**src/sv/gdps_pkg.sv**
```systemverilog
package gdps_pkg;

    localparam int MAX_ROWS_DEF   = 8;
    localparam int MAX_COLS_DEF   = 8;
    localparam int DEPTH_BITS_DEF = 16;

    localparam logic [2:0] REG_ROW_COUNT = 3'd0;
    localparam logic [2:0] REG_COL_COUNT = 3'd1;
    localparam logic [2:0] REG_MIN_DEPTH = 3'd2;
    localparam logic [2:0] REG_START_ROW = 3'd3;
    localparam logic [2:0] REG_START_COL = 3'd4;
    localparam logic [2:0] REG_DEST_ROW  = 3'd5;
    localparam logic [2:0] REG_DEST_COL  = 3'd6;

    localparam logic [1:0] DIR_UP    = 2'd0;
    localparam logic [1:0] DIR_RIGHT = 2'd1;
    localparam logic [1:0] DIR_DOWN  = 2'd2;
    localparam logic [1:0] DIR_LEFT  = 2'd3;

    typedef enum logic [3:0] {
        ST_IDLE,
        ST_CLEAR,
        ST_VISIT,
        ST_PROBE,
        ST_CHECK,
        ST_BACK,
        ST_POP,
        ST_EMIT_RD,
        ST_EMIT
    } state_t;

endpackage

```
**src/sv/grid_depth_path_search_core.sv**
```systemverilog
// Channel   Direction  Handshake          Payload
// in        input      in_valid/in_stall  req_type, cell_row, cell_col, cell_depth
// out       output     out_valid/out_stall out_row, out_col, step_number, found, last
// cfg       input      cfg_valid/cfg_ready cfg_index, cfg_data
//
// A load item is written straight into the depth memory while the block is idle. A
// search item first clears the step map, one cell a cycle, and then marks the start
// cell. It then walks the grid: each try of one direction chooses the neighbour,
// reads its depth and step and checks them, and each backtrack gives up the cell,
// clears it and pops the stack. The map then streams out, one result per pass
// through ST_EMIT_RD and ST_EMIT, and holds while the output stalls. Reset clears
// only the control state and the registers.
// A stalled result simply holds; the block takes no new item until the map is out.
module grid_depth_path_search_core
    import gdps_pkg::*;
#(
    parameter int MAX_ROWS   = MAX_ROWS_DEF,
    parameter int MAX_COLS   = MAX_COLS_DEF,
    parameter int DEPTH_BITS = DEPTH_BITS_DEF
)
(
    input  logic                         clk,
    input  logic                         rst_n,
    input  logic                         in_valid,
    output logic                         in_stall,
    input  logic                         req_type,
    input  logic [2:0]                   cell_row,
    input  logic [2:0]                   cell_col,
    input  logic signed [DEPTH_BITS-1:0] cell_depth,
    output logic                         out_valid,
    input  logic                         out_stall,
    output logic [2:0]                   out_row,
    output logic [2:0]                   out_col,
    output logic [6:0]                   step_number,
    output logic                         found,
    output logic                         last,
    input  logic                         cfg_valid,
    output logic                         cfg_ready,
    input  logic [2:0]                   cfg_index,
    input  logic [15:0]                  cfg_data
);

    // The fields are three bits wide, so only cells up to 8 x 8 are reachable.
    localparam int RL    = (MAX_ROWS < 8) ? MAX_ROWS : 8;
    localparam int CL    = (MAX_COLS < 8) ? MAX_COLS : 8;
    localparam int CELLS = 64;

    logic [3:0]                   row_count_reg, col_count_reg;
    logic signed [DEPTH_BITS-1:0] min_depth_reg;
    logic [2:0]                   start_row_reg, start_col_reg, dest_row_reg, dest_col_reg;

    // Memories: depth and step are addressed {row, col}, the path stack by its pointer.
    logic signed [DEPTH_BITS-1:0] depth_mem [CELLS];
    logic [6:0]                   step_mem  [CELLS];
    logic [1:0]                   dir_mem   [CELLS];
    logic [2:0]                   prow_mem  [CELLS];
    logic [2:0]                   pcol_mem  [CELLS];

    state_t state_reg, state_next;
    logic [6:0] cnt_reg, cnt_next;
    logic [5:0] sp_reg, sp_next;
    logic [2:0] cr_reg, cr_next, cc_reg, cc_next;
    logic [2:0] nr_reg, nr_next, nc_reg, nc_next;
    logic [2:0] dir_reg, dir_next;
    logic       nok_reg, nok_next;
    logic       found_reg, found_next;
    logic [3:0] rows, cols;

    logic signed [DEPTH_BITS-1:0] depth_rd;
    logic [6:0] step_rd;
    logic [1:0] dir_rd;
    logic [2:0] prow_rd, pcol_rd;

    logic [5:0] d_addr, s_addr, s_waddr, k_addr;
    logic       s_we, k_we;
    logic [6:0] s_wdata;

    logic        o_valid_reg;
    logic [2:0]  o_row_reg, o_col_reg;
    logic [6:0]  o_step_reg;
    logic        o_found_reg, o_last_reg;
    logic [2:0]  er_reg, er_next, ec_reg, ec_next;
    logic        o_load;

    always_comb
    begin
        rows = (row_count_reg == 4'd0) ? 4'd1 :
               (row_count_reg > 4'(RL)) ? 4'(RL) : row_count_reg;
        cols = (col_count_reg == 4'd0) ? 4'd1 :
               (col_count_reg > 4'(CL)) ? 4'(CL) : col_count_reg;
    end

    assign cfg_ready = (state_reg == ST_IDLE);
    assign in_stall  = (state_reg != ST_IDLE);

    always_ff @(posedge clk or negedge rst_n)
    begin
        if (!rst_n)
        begin
            row_count_reg <= 4'd8;
            col_count_reg <= 4'd8;
            min_depth_reg <= '0;
            start_row_reg <= '0;
            start_col_reg <= '0;
            dest_row_reg  <= '0;
            dest_col_reg  <= '0;
        end
        else if (cfg_valid && cfg_ready)
        begin
            unique case (cfg_index)
                REG_ROW_COUNT: row_count_reg <= cfg_data[3:0];
                REG_COL_COUNT: col_count_reg <= cfg_data[3:0];
                REG_MIN_DEPTH: min_depth_reg <= DEPTH_BITS'(signed'(cfg_data));
                REG_START_ROW: start_row_reg <= cfg_data[2:0];
                REG_START_COL: start_col_reg <= cfg_data[2:0];
                REG_DEST_ROW:  dest_row_reg  <= cfg_data[2:0];
                REG_DEST_COL:  dest_col_reg  <= cfg_data[2:0];
                default: ;
            endcase
        end
    end

    // Depth memory: written by loads, read at the probed neighbour.
    always_ff @(posedge clk)
    begin
        if (state_reg == ST_IDLE && in_valid && !req_type
            && 32'(cell_row) < RL && 32'(cell_col) < CL)
            depth_mem[{cell_row, cell_col}] <= cell_depth;
        depth_rd <= depth_mem[d_addr];
    end

    always_ff @(posedge clk)
    begin
        if (s_we)
            step_mem[s_waddr] <= s_wdata;
        step_rd <= step_mem[s_addr];
    end

    // Path stack: direction taken and the cell it was taken from.
    always_ff @(posedge clk)
    begin
        if (k_we)
        begin
            dir_mem[k_addr]  <= dir_reg[1:0];
            prow_mem[k_addr] <= cr_reg;
            pcol_mem[k_addr] <= cc_reg;
        end
        dir_rd  <= dir_mem[k_addr];
        prow_rd <= prow_mem[k_addr];
        pcol_rd <= pcol_mem[k_addr];
    end

    always_ff @(posedge clk or negedge rst_n)
    begin
        if (!rst_n)
        begin
            state_reg <= ST_IDLE;
            cnt_reg   <= '0;
            sp_reg    <= '0;
            cr_reg    <= '0;
            cc_reg    <= '0;
            nr_reg    <= '0;
            nc_reg    <= '0;
            dir_reg   <= '0;
            nok_reg   <= 1'b0;
            found_reg <= 1'b0;
            er_reg    <= '0;
            ec_reg    <= '0;
        end
        else
        begin
            state_reg <= state_next;
            cnt_reg   <= cnt_next;
            sp_reg    <= sp_next;
            cr_reg    <= cr_next;
            cc_reg    <= cc_next;
            nr_reg    <= nr_next;
            nc_reg    <= nc_next;
            dir_reg   <= dir_next;
            nok_reg   <= nok_next;
            found_reg <= found_next;
            er_reg    <= er_next;
            ec_reg    <= ec_next;
        end
    end

    function automatic logic o_last_reg_next();
        o_last_reg_next = ({1'b0, er_reg} == rows - 4'd1) && ({1'b0, ec_reg} == cols - 4'd1);
    endfunction

    // Next state.
    always_comb
    begin
        state_next = state_reg;
        unique case (state_reg)
            ST_IDLE:
                if (in_valid && req_type)
                    state_next = ST_CLEAR;
            ST_CLEAR:
                if (cnt_reg == 7'(CELLS))
                    state_next = ({1'b0, start_row_reg} < rows && {1'b0, start_col_reg} < cols)
                                 ? ST_VISIT : ST_EMIT_RD;
            ST_VISIT:
                if (dir_reg == 3'd0 && cr_reg == dest_row_reg && cc_reg == dest_col_reg)
                    state_next = ST_EMIT_RD;
                else if (dir_reg[2])
                    state_next = ST_BACK;
                else
                    state_next = ST_PROBE;
            ST_PROBE:  state_next = ST_CHECK;
            ST_CHECK:  state_next = ST_VISIT;
            ST_BACK:   state_next = (sp_reg == 6'd0) ? ST_EMIT_RD : ST_POP;
            ST_POP:    state_next = ST_VISIT;
            ST_EMIT_RD: state_next = ST_EMIT;
            ST_EMIT:
                if (o_load)
                    state_next = (o_last_reg_next()) ? ST_IDLE : ST_EMIT_RD;
            default:   state_next = ST_IDLE;
        endcase
    end

    // Datapath and memory controls.
    always_comb
    begin
        logic [3:0] tr, tc;
        logic       inside_g;
        cnt_next   = cnt_reg;
        sp_next    = sp_reg;
        cr_next    = cr_reg;
        cc_next    = cc_reg;
        nr_next    = nr_reg;
        nc_next    = nc_reg;
        dir_next   = dir_reg;
        nok_next   = nok_reg;
        found_next = found_reg;
        er_next    = er_reg;
        ec_next    = ec_reg;
        d_addr     = {nr_reg, nc_reg};
        s_addr     = {nr_reg, nc_reg};
        s_waddr    = {cr_reg, cc_reg};
        s_we       = 1'b0;
        s_wdata    = '0;
        k_addr     = sp_reg;
        k_we       = 1'b0;
        o_load     = 1'b0;
        tr         = {1'b0, cr_reg};
        tc         = {1'b0, cc_reg};
        inside_g   = 1'b0;
        unique case (state_reg)
            ST_IDLE:
            begin
                cnt_next   = '0;
                found_next = 1'b0;
            end
            ST_CLEAR:
            begin
                s_we     = 1'b1;
                s_waddr  = cnt_reg[5:0];
                cnt_next = cnt_reg + 7'd1;
                sp_next  = '0;
                cr_next  = start_row_reg;
                cc_next  = start_col_reg;
                dir_next = '0;
                er_next  = '0;
                ec_next  = '0;
                if (cnt_reg == 7'(CELLS))
                begin
                    // The start cell is step 1 whatever its depth, if it lies inside the grid.
                    s_waddr = {start_row_reg, start_col_reg};
                    s_wdata = ({1'b0, start_row_reg} < rows && {1'b0, start_col_reg} < cols)
                              ? 7'd1 : 7'd0;
                end
            end
            ST_VISIT:
            begin
                if (dir_reg == 3'd0 && cr_reg == dest_row_reg && cc_reg == dest_col_reg)
                    found_next = 1'b1;
                unique case (dir_reg[1:0])
                    DIR_UP:    tr = {1'b0, cr_reg} - 4'd1;
                    DIR_RIGHT: tc = {1'b0, cc_reg} + 4'd1;
                    DIR_DOWN:  tr = {1'b0, cr_reg} + 4'd1;
                    DIR_LEFT:  tc = {1'b0, cc_reg} - 4'd1;
                    default: ;
                endcase
                inside_g = (tr < rows) && (tc < cols) && (sp_reg != 6'(CELLS - 1));
                nok_next = inside_g;
                nr_next  = tr[2:0];
                nc_next  = tc[2:0];
            end
            ST_PROBE: ;
            ST_CHECK:
            begin
                if (nok_reg && depth_rd > min_depth_reg && step_rd == 7'd0)
                begin
                    k_we     = 1'b1;
                    sp_next  = sp_reg + 6'd1;
                    s_we     = 1'b1;
                    s_waddr  = {nr_reg, nc_reg};
                    s_wdata  = {1'b0, sp_reg} + 7'd2;
                    cr_next  = nr_reg;
                    cc_next  = nc_reg;
                    dir_next = '0;
                end
                else
                    dir_next = dir_reg + 3'd1;
            end
            ST_BACK:
            begin
                s_we    = 1'b1;
                s_wdata = '0;
                k_addr  = sp_reg - 6'd1;
                if (sp_reg != 6'd0)
                    sp_next = sp_reg - 6'd1;
            end
            ST_POP:
            begin
                cr_next  = prow_rd;
                cc_next  = pcol_rd;
                dir_next = {1'b0, dir_rd} + 3'd1;
            end
            ST_EMIT_RD:
                s_addr = {er_reg, ec_reg};
            ST_EMIT:
            begin
                s_addr = {er_reg, ec_reg};
                o_load = !o_valid_reg || !out_stall;
                if (o_load)
                begin
                    if ({1'b0, ec_reg} == cols - 4'd1)
                    begin
                        ec_next = '0;
                        er_next = er_reg + 3'd1;
                    end
                    else
                        ec_next = ec_reg + 3'd1;
                end
            end
            default: ;
        endcase
    end

    // Output register.
    always_ff @(posedge clk or negedge rst_n)
    begin
        if (!rst_n)
            o_valid_reg <= 1'b0;
        else if (o_load)
            o_valid_reg <= 1'b1;
        else if (!out_stall)
            o_valid_reg <= 1'b0;
    end

    always_ff @(posedge clk)
    begin
        if (o_load)
        begin
            o_row_reg   <= er_reg;
            o_col_reg   <= ec_reg;
            o_step_reg  <= step_rd;
            o_found_reg <= found_reg;
            o_last_reg  <= o_last_reg_next();
        end
    end

    assign out_valid   = o_valid_reg;
    assign out_row     = o_row_reg;
    assign out_col     = o_col_reg;
    assign step_number = o_step_reg;
    assign found       = o_found_reg;
    assign last        = o_last_reg;

endmodule

```
**config.mk**
```make
export PLATFORM = sky130hd
export DESIGN_NAME = grid_depth_path_search_core
export DESIGN_NICKNAME = d
export VERILOG_FILES = /design/src/sv/gdps_pkg.sv /design/src/sv/grid_depth_path_search_core.sv
export SDC_FILE = /design/constraint.sdc
export NUM_CORES = 2
export LEC_CHECK = 0
export BUFFER_PORTS_ARGS = -buffer_cell sky130_fd_sc_hd__buf_2
export CAP_MARGIN = 15
export CORE_MARGIN = 2
export CORE_UTILIZATION = 63
export CTS_CLUSTER_DIAMETER = 60
export DETAILED_ROUTE_END_ITERATION = 12
export PLACE_DENSITY = 0.87
export SETUP_SLACK_MARGIN = 0.1
export SLEW_MARGIN = 10
export SYNTH_ARGS = -nofsm -noshare
export SYNTH_HDL_FRONTEND = slang
export SYNTH_SLANG_ARGS = --single-unit
```
**constraint.sdc**
```tcl
create_clock -name clk -period 6.1 [get_ports clk]
set_input_delay 0.915 -clock clk [delete_from_list [all_inputs] [get_ports clk]]
set_output_delay 0.915 -clock clk [all_outputs]
set_load 0.02 [all_outputs]
```
==> results.sh <==
export IMPL_outcome="completed"
export IMPL_antenna_found_initial=32
export IMPL_insertion_delay_ps=860
export IMPL_cts_root_buf="clkbuf_16"
export IMPL_ant_nets=0
export IMPL_grt_max_degree=153
export IMPL_rr_startpoint="min_depth_reg[15]$_DFFE_PN0P_"
export IMPL_setup_viol=0
export IMPL_fmax_mhz=197
export IMPL_die_h_um=368
export IMPL_design_area_um2=92500
export IMPL_wirelength_um=225000
export IMPL_synthTopCellsByCount="1999 x edfxtp_1, 401 x nand2_1, 348 x mux4_2"
export IMPL_slew_viol_final=0
export IMPL_coreArea_um2=132000
export IMPL_top_register="depth_mem"
export IMPL_vias_per_cell=7.12
export IMPL_critPathLaunchType="flip-flop"
export IMPL_arrival_ps=5510
export IMPL_vdd_ir_drop_worst_mv=0.437
export IMPL_post_route_min_period_ps=5070
export IMPL_ys_seq_elements=2107
export IMPL_post_route_util_pct=70.3
export IMPL_gp_congestion=0.963
export IMPL_hold_class="in2reg"
export IMPL_rsz0062_at_grt="false"
export IMPL_end_kind="flip-flop"
export IMPL_hpwl_um=125000
export IMPL_synth_top_area_cell="edfxtp_1"
export IMPL_area_growth_pct=10.7
export IMPL_clock_skew_ps=54.8
export IMPL_numCtsBuffers=196
export IMPL_io_pins=65
export IMPL_first_pass_iters=12
export IMPL_portBuffers=64
export IMPL_finalHoldWorstSlack_ps=321
export IMPL_power_density_nw_per_um2=465
export IMPL_start_util_pct=63.5
export IMPL_crit_end="step_mem[53][3]$_DFFE_PP_"
export IMPL_avgRoutedWirePerCell_um=33.5
export IMPL_syn_area_um2=83600
export IMPL_reg2reg_setup_slack_ps=1030
export IMPL_cts_sinks=2107
export IMPL_top_regs="depth_mem x1024, step_mem x448"
export IMPL_ys_flop_type="edfxtp_1"
export IMPL_fillers=7324
export IMPL_rr_worst_depth=10
export IMPL_drt_iter0_drc=8817
export IMPL_yosys_warnings=0
export IMPL_rows=133
export IMPL_grt_pass1_wl_um=324000
export IMPL_grt_overflow=0
export IMPL_layout_nets=4885
export IMPL_slew_headroom_pct=12.5
export IMPL_htree_levels=4
export IMPL_seq_area_frac_synth_pct=74.9
export IMPL_r2r_end="step_mem[53][3]$_DFFE_PP_"
export IMPL_syn_num_nets=4744
export IMPL_finalCritPeriodShare_pct=83.0
export IMPL_drive_above_1_share_pct=19.4
export IMPL_power_leakage_nw=29.9
export IMPL_synthTopCellsByArea="edfxtp_1 72%, mux4_2 9.4%, dfrtp_1 2.2%"
export IMPL_gr_usage_all_layers_pct=33.2
export IMPL_synth_area_per_cell_um2=18.0
export IMPL_synth_edf_count=1999
export IMPL_via_count=47800
export IMPL_synth_distinct_cells=98
export IMPL_hold_viol=0
export IMPL_max_cap_violations=0
export IMPL_tns_ps=0
export IMPL_grt_pass1_vias=47800
export IMPL_critPathRequiredTime_ps=6550
export IMPL_drc=0
export IMPL_cts_buffer_depth=3
export IMPL_yosys_cell_count_top_type="edfxtp_1"
export IMPL_largest_reg_flops=1024
export IMPL_cts_tree="done"
export IMPL_postCtsResizedCells=0
export IMPL_synthArstFlopShare_pct=3.65
export IMPL_die_w_um=368
export IMPL_synth_cells=4647
export IMPL_tightest_slew_ps=1280
export IMPL_synth_top_cell_area_share_pct=71.8
export IMPL_clkTransAtPathRegs_ps=70
export IMPL_critPathMaxFanout=14
export IMPL_placed_area_um2=86100
export IMPL_critical_path_class="reg2reg"
export IMPL_dieArea_um2=136000
export IMPL_p_total_mw=43.0
export IMPL_critPathLaunch="min_depth_reg[15]$_DFFE_PN0P_"
==> cell families after synthesis <==
group | count (synthesis) | synth area share (%)
fa+ha+maj | 50 | 0.767
simple gates | 929 | 4.88
compound gates | 665 | 5.52
mux | 564 | 12.1
xor+xnor | 23 | 0.241
flops | 2107 | 74.9
buf+inv | 309 | 1.60
==> stage by stage <==
| stage | cells | worst slack, ps |
|---|---|---|
| 2_1_floorplan | 4647 | 951 |
| 3_3_place_gp | 6332 | 1530 |
| 3_5_place_dp | 6332 | 1270 |
| 4_1_cts | 6697 | 1220 |
| 5_1_grt | 6711 | 989 |
| 6_report | 6721 | 1030 |
==> cell type report <==
class	instances	area, µm²	share of cell area (%)
Clock buffer	259	5290	5.71
Multi-Input combinational cell	2231	19800	21.4
Tap cell	1755	2200	2.37
Antenna cell	12	30.0	0.0325
Inverter	50	190	0.206
Timing Repair Buffer	202	1600	1.73
Clock inverter	105	860	0.929
Sequential cell	2107	62600	67.7
==> power by group <==
part           switching (mW)  internal (mW)  leakage [nW]  total (mW)
logic                    8.69           4.96          8.36        13.7
registers               0.641           16.8          18.6        17.5
clock network            5.36           6.57          2.99        11.9
total                    14.7           28.3          29.9        43.0
==> routing by layer <==
layer | track usage, % | part of all wire [%] | routed length, µm | vias to the layer above
met5 | 0 | 0.12 | 270 | -
met2 | 54.0 | 49 | 110000 | 4239
li1 | - | - | - | 19000
met3 | 9.46 | 13 | 29900 | 902
met4 | 17.6 | 6.2 | 13900 | 30
met1 | 40.8 | 32 | 71000 | 23700
==> cell usage in the layout, fill, tap and decap left out, drive strengths merged, types with 92 or more instances in the layout <==
| cell | count |
|---|---|
| nand3 | 119 |
| nor2 | 267 |
| o21ai | 92 |
| buf | 201 |
| clkbuf | 259 |
| a22oi | 150 |
| mux4 | 348 |
| edfxtp | 1999 |
| mux2i | 148 |
| a21oi | 161 |
| nand2 | 404 |
==> worst min-delay path by stage <==
stage               cells after the start                from                      endpoint  slack, ps
global placement                        0  step_rd[2]$_DFF_P_      step_number[2]$_DFFE_PP_        420
detailed placement                      0  step_rd[2]$_DFF_P_      step_number[2]$_DFFE_PP_        420
CTS                                     2         cfg_data[6]  min_depth_reg[6]$_DFFE_PN0P_        290
floorplan                               0  step_rd[6]$_DFF_P_      step_number[6]$_DFFE_PP_        400
global route                            2         cfg_data[6]  min_depth_reg[6]$_DFFE_PN0P_        310
finish                                  2         cfg_data[6]  min_depth_reg[6]$_DFFE_PN0P_        320
==> what timing repair did <==
action / 4_1_cts / 5_1_grt
hold buffers: 1 / 0
buffers inserted: 0 / 0
endpoints found under the hold margin: 6 / 0
==> critical path, cell delays in order (launching register included) <==
cell	delay (ps)
dfrtp_1	360
inv_1	60
ha_1	600
nand4_1	180
or4_1	600
a21oi_1	260
a2111o_1	340
o211a_2	530
a22o_1	300
nand3_1	690
nor2_1	770
Note: power is estimated with default switching activity, not from simulation.
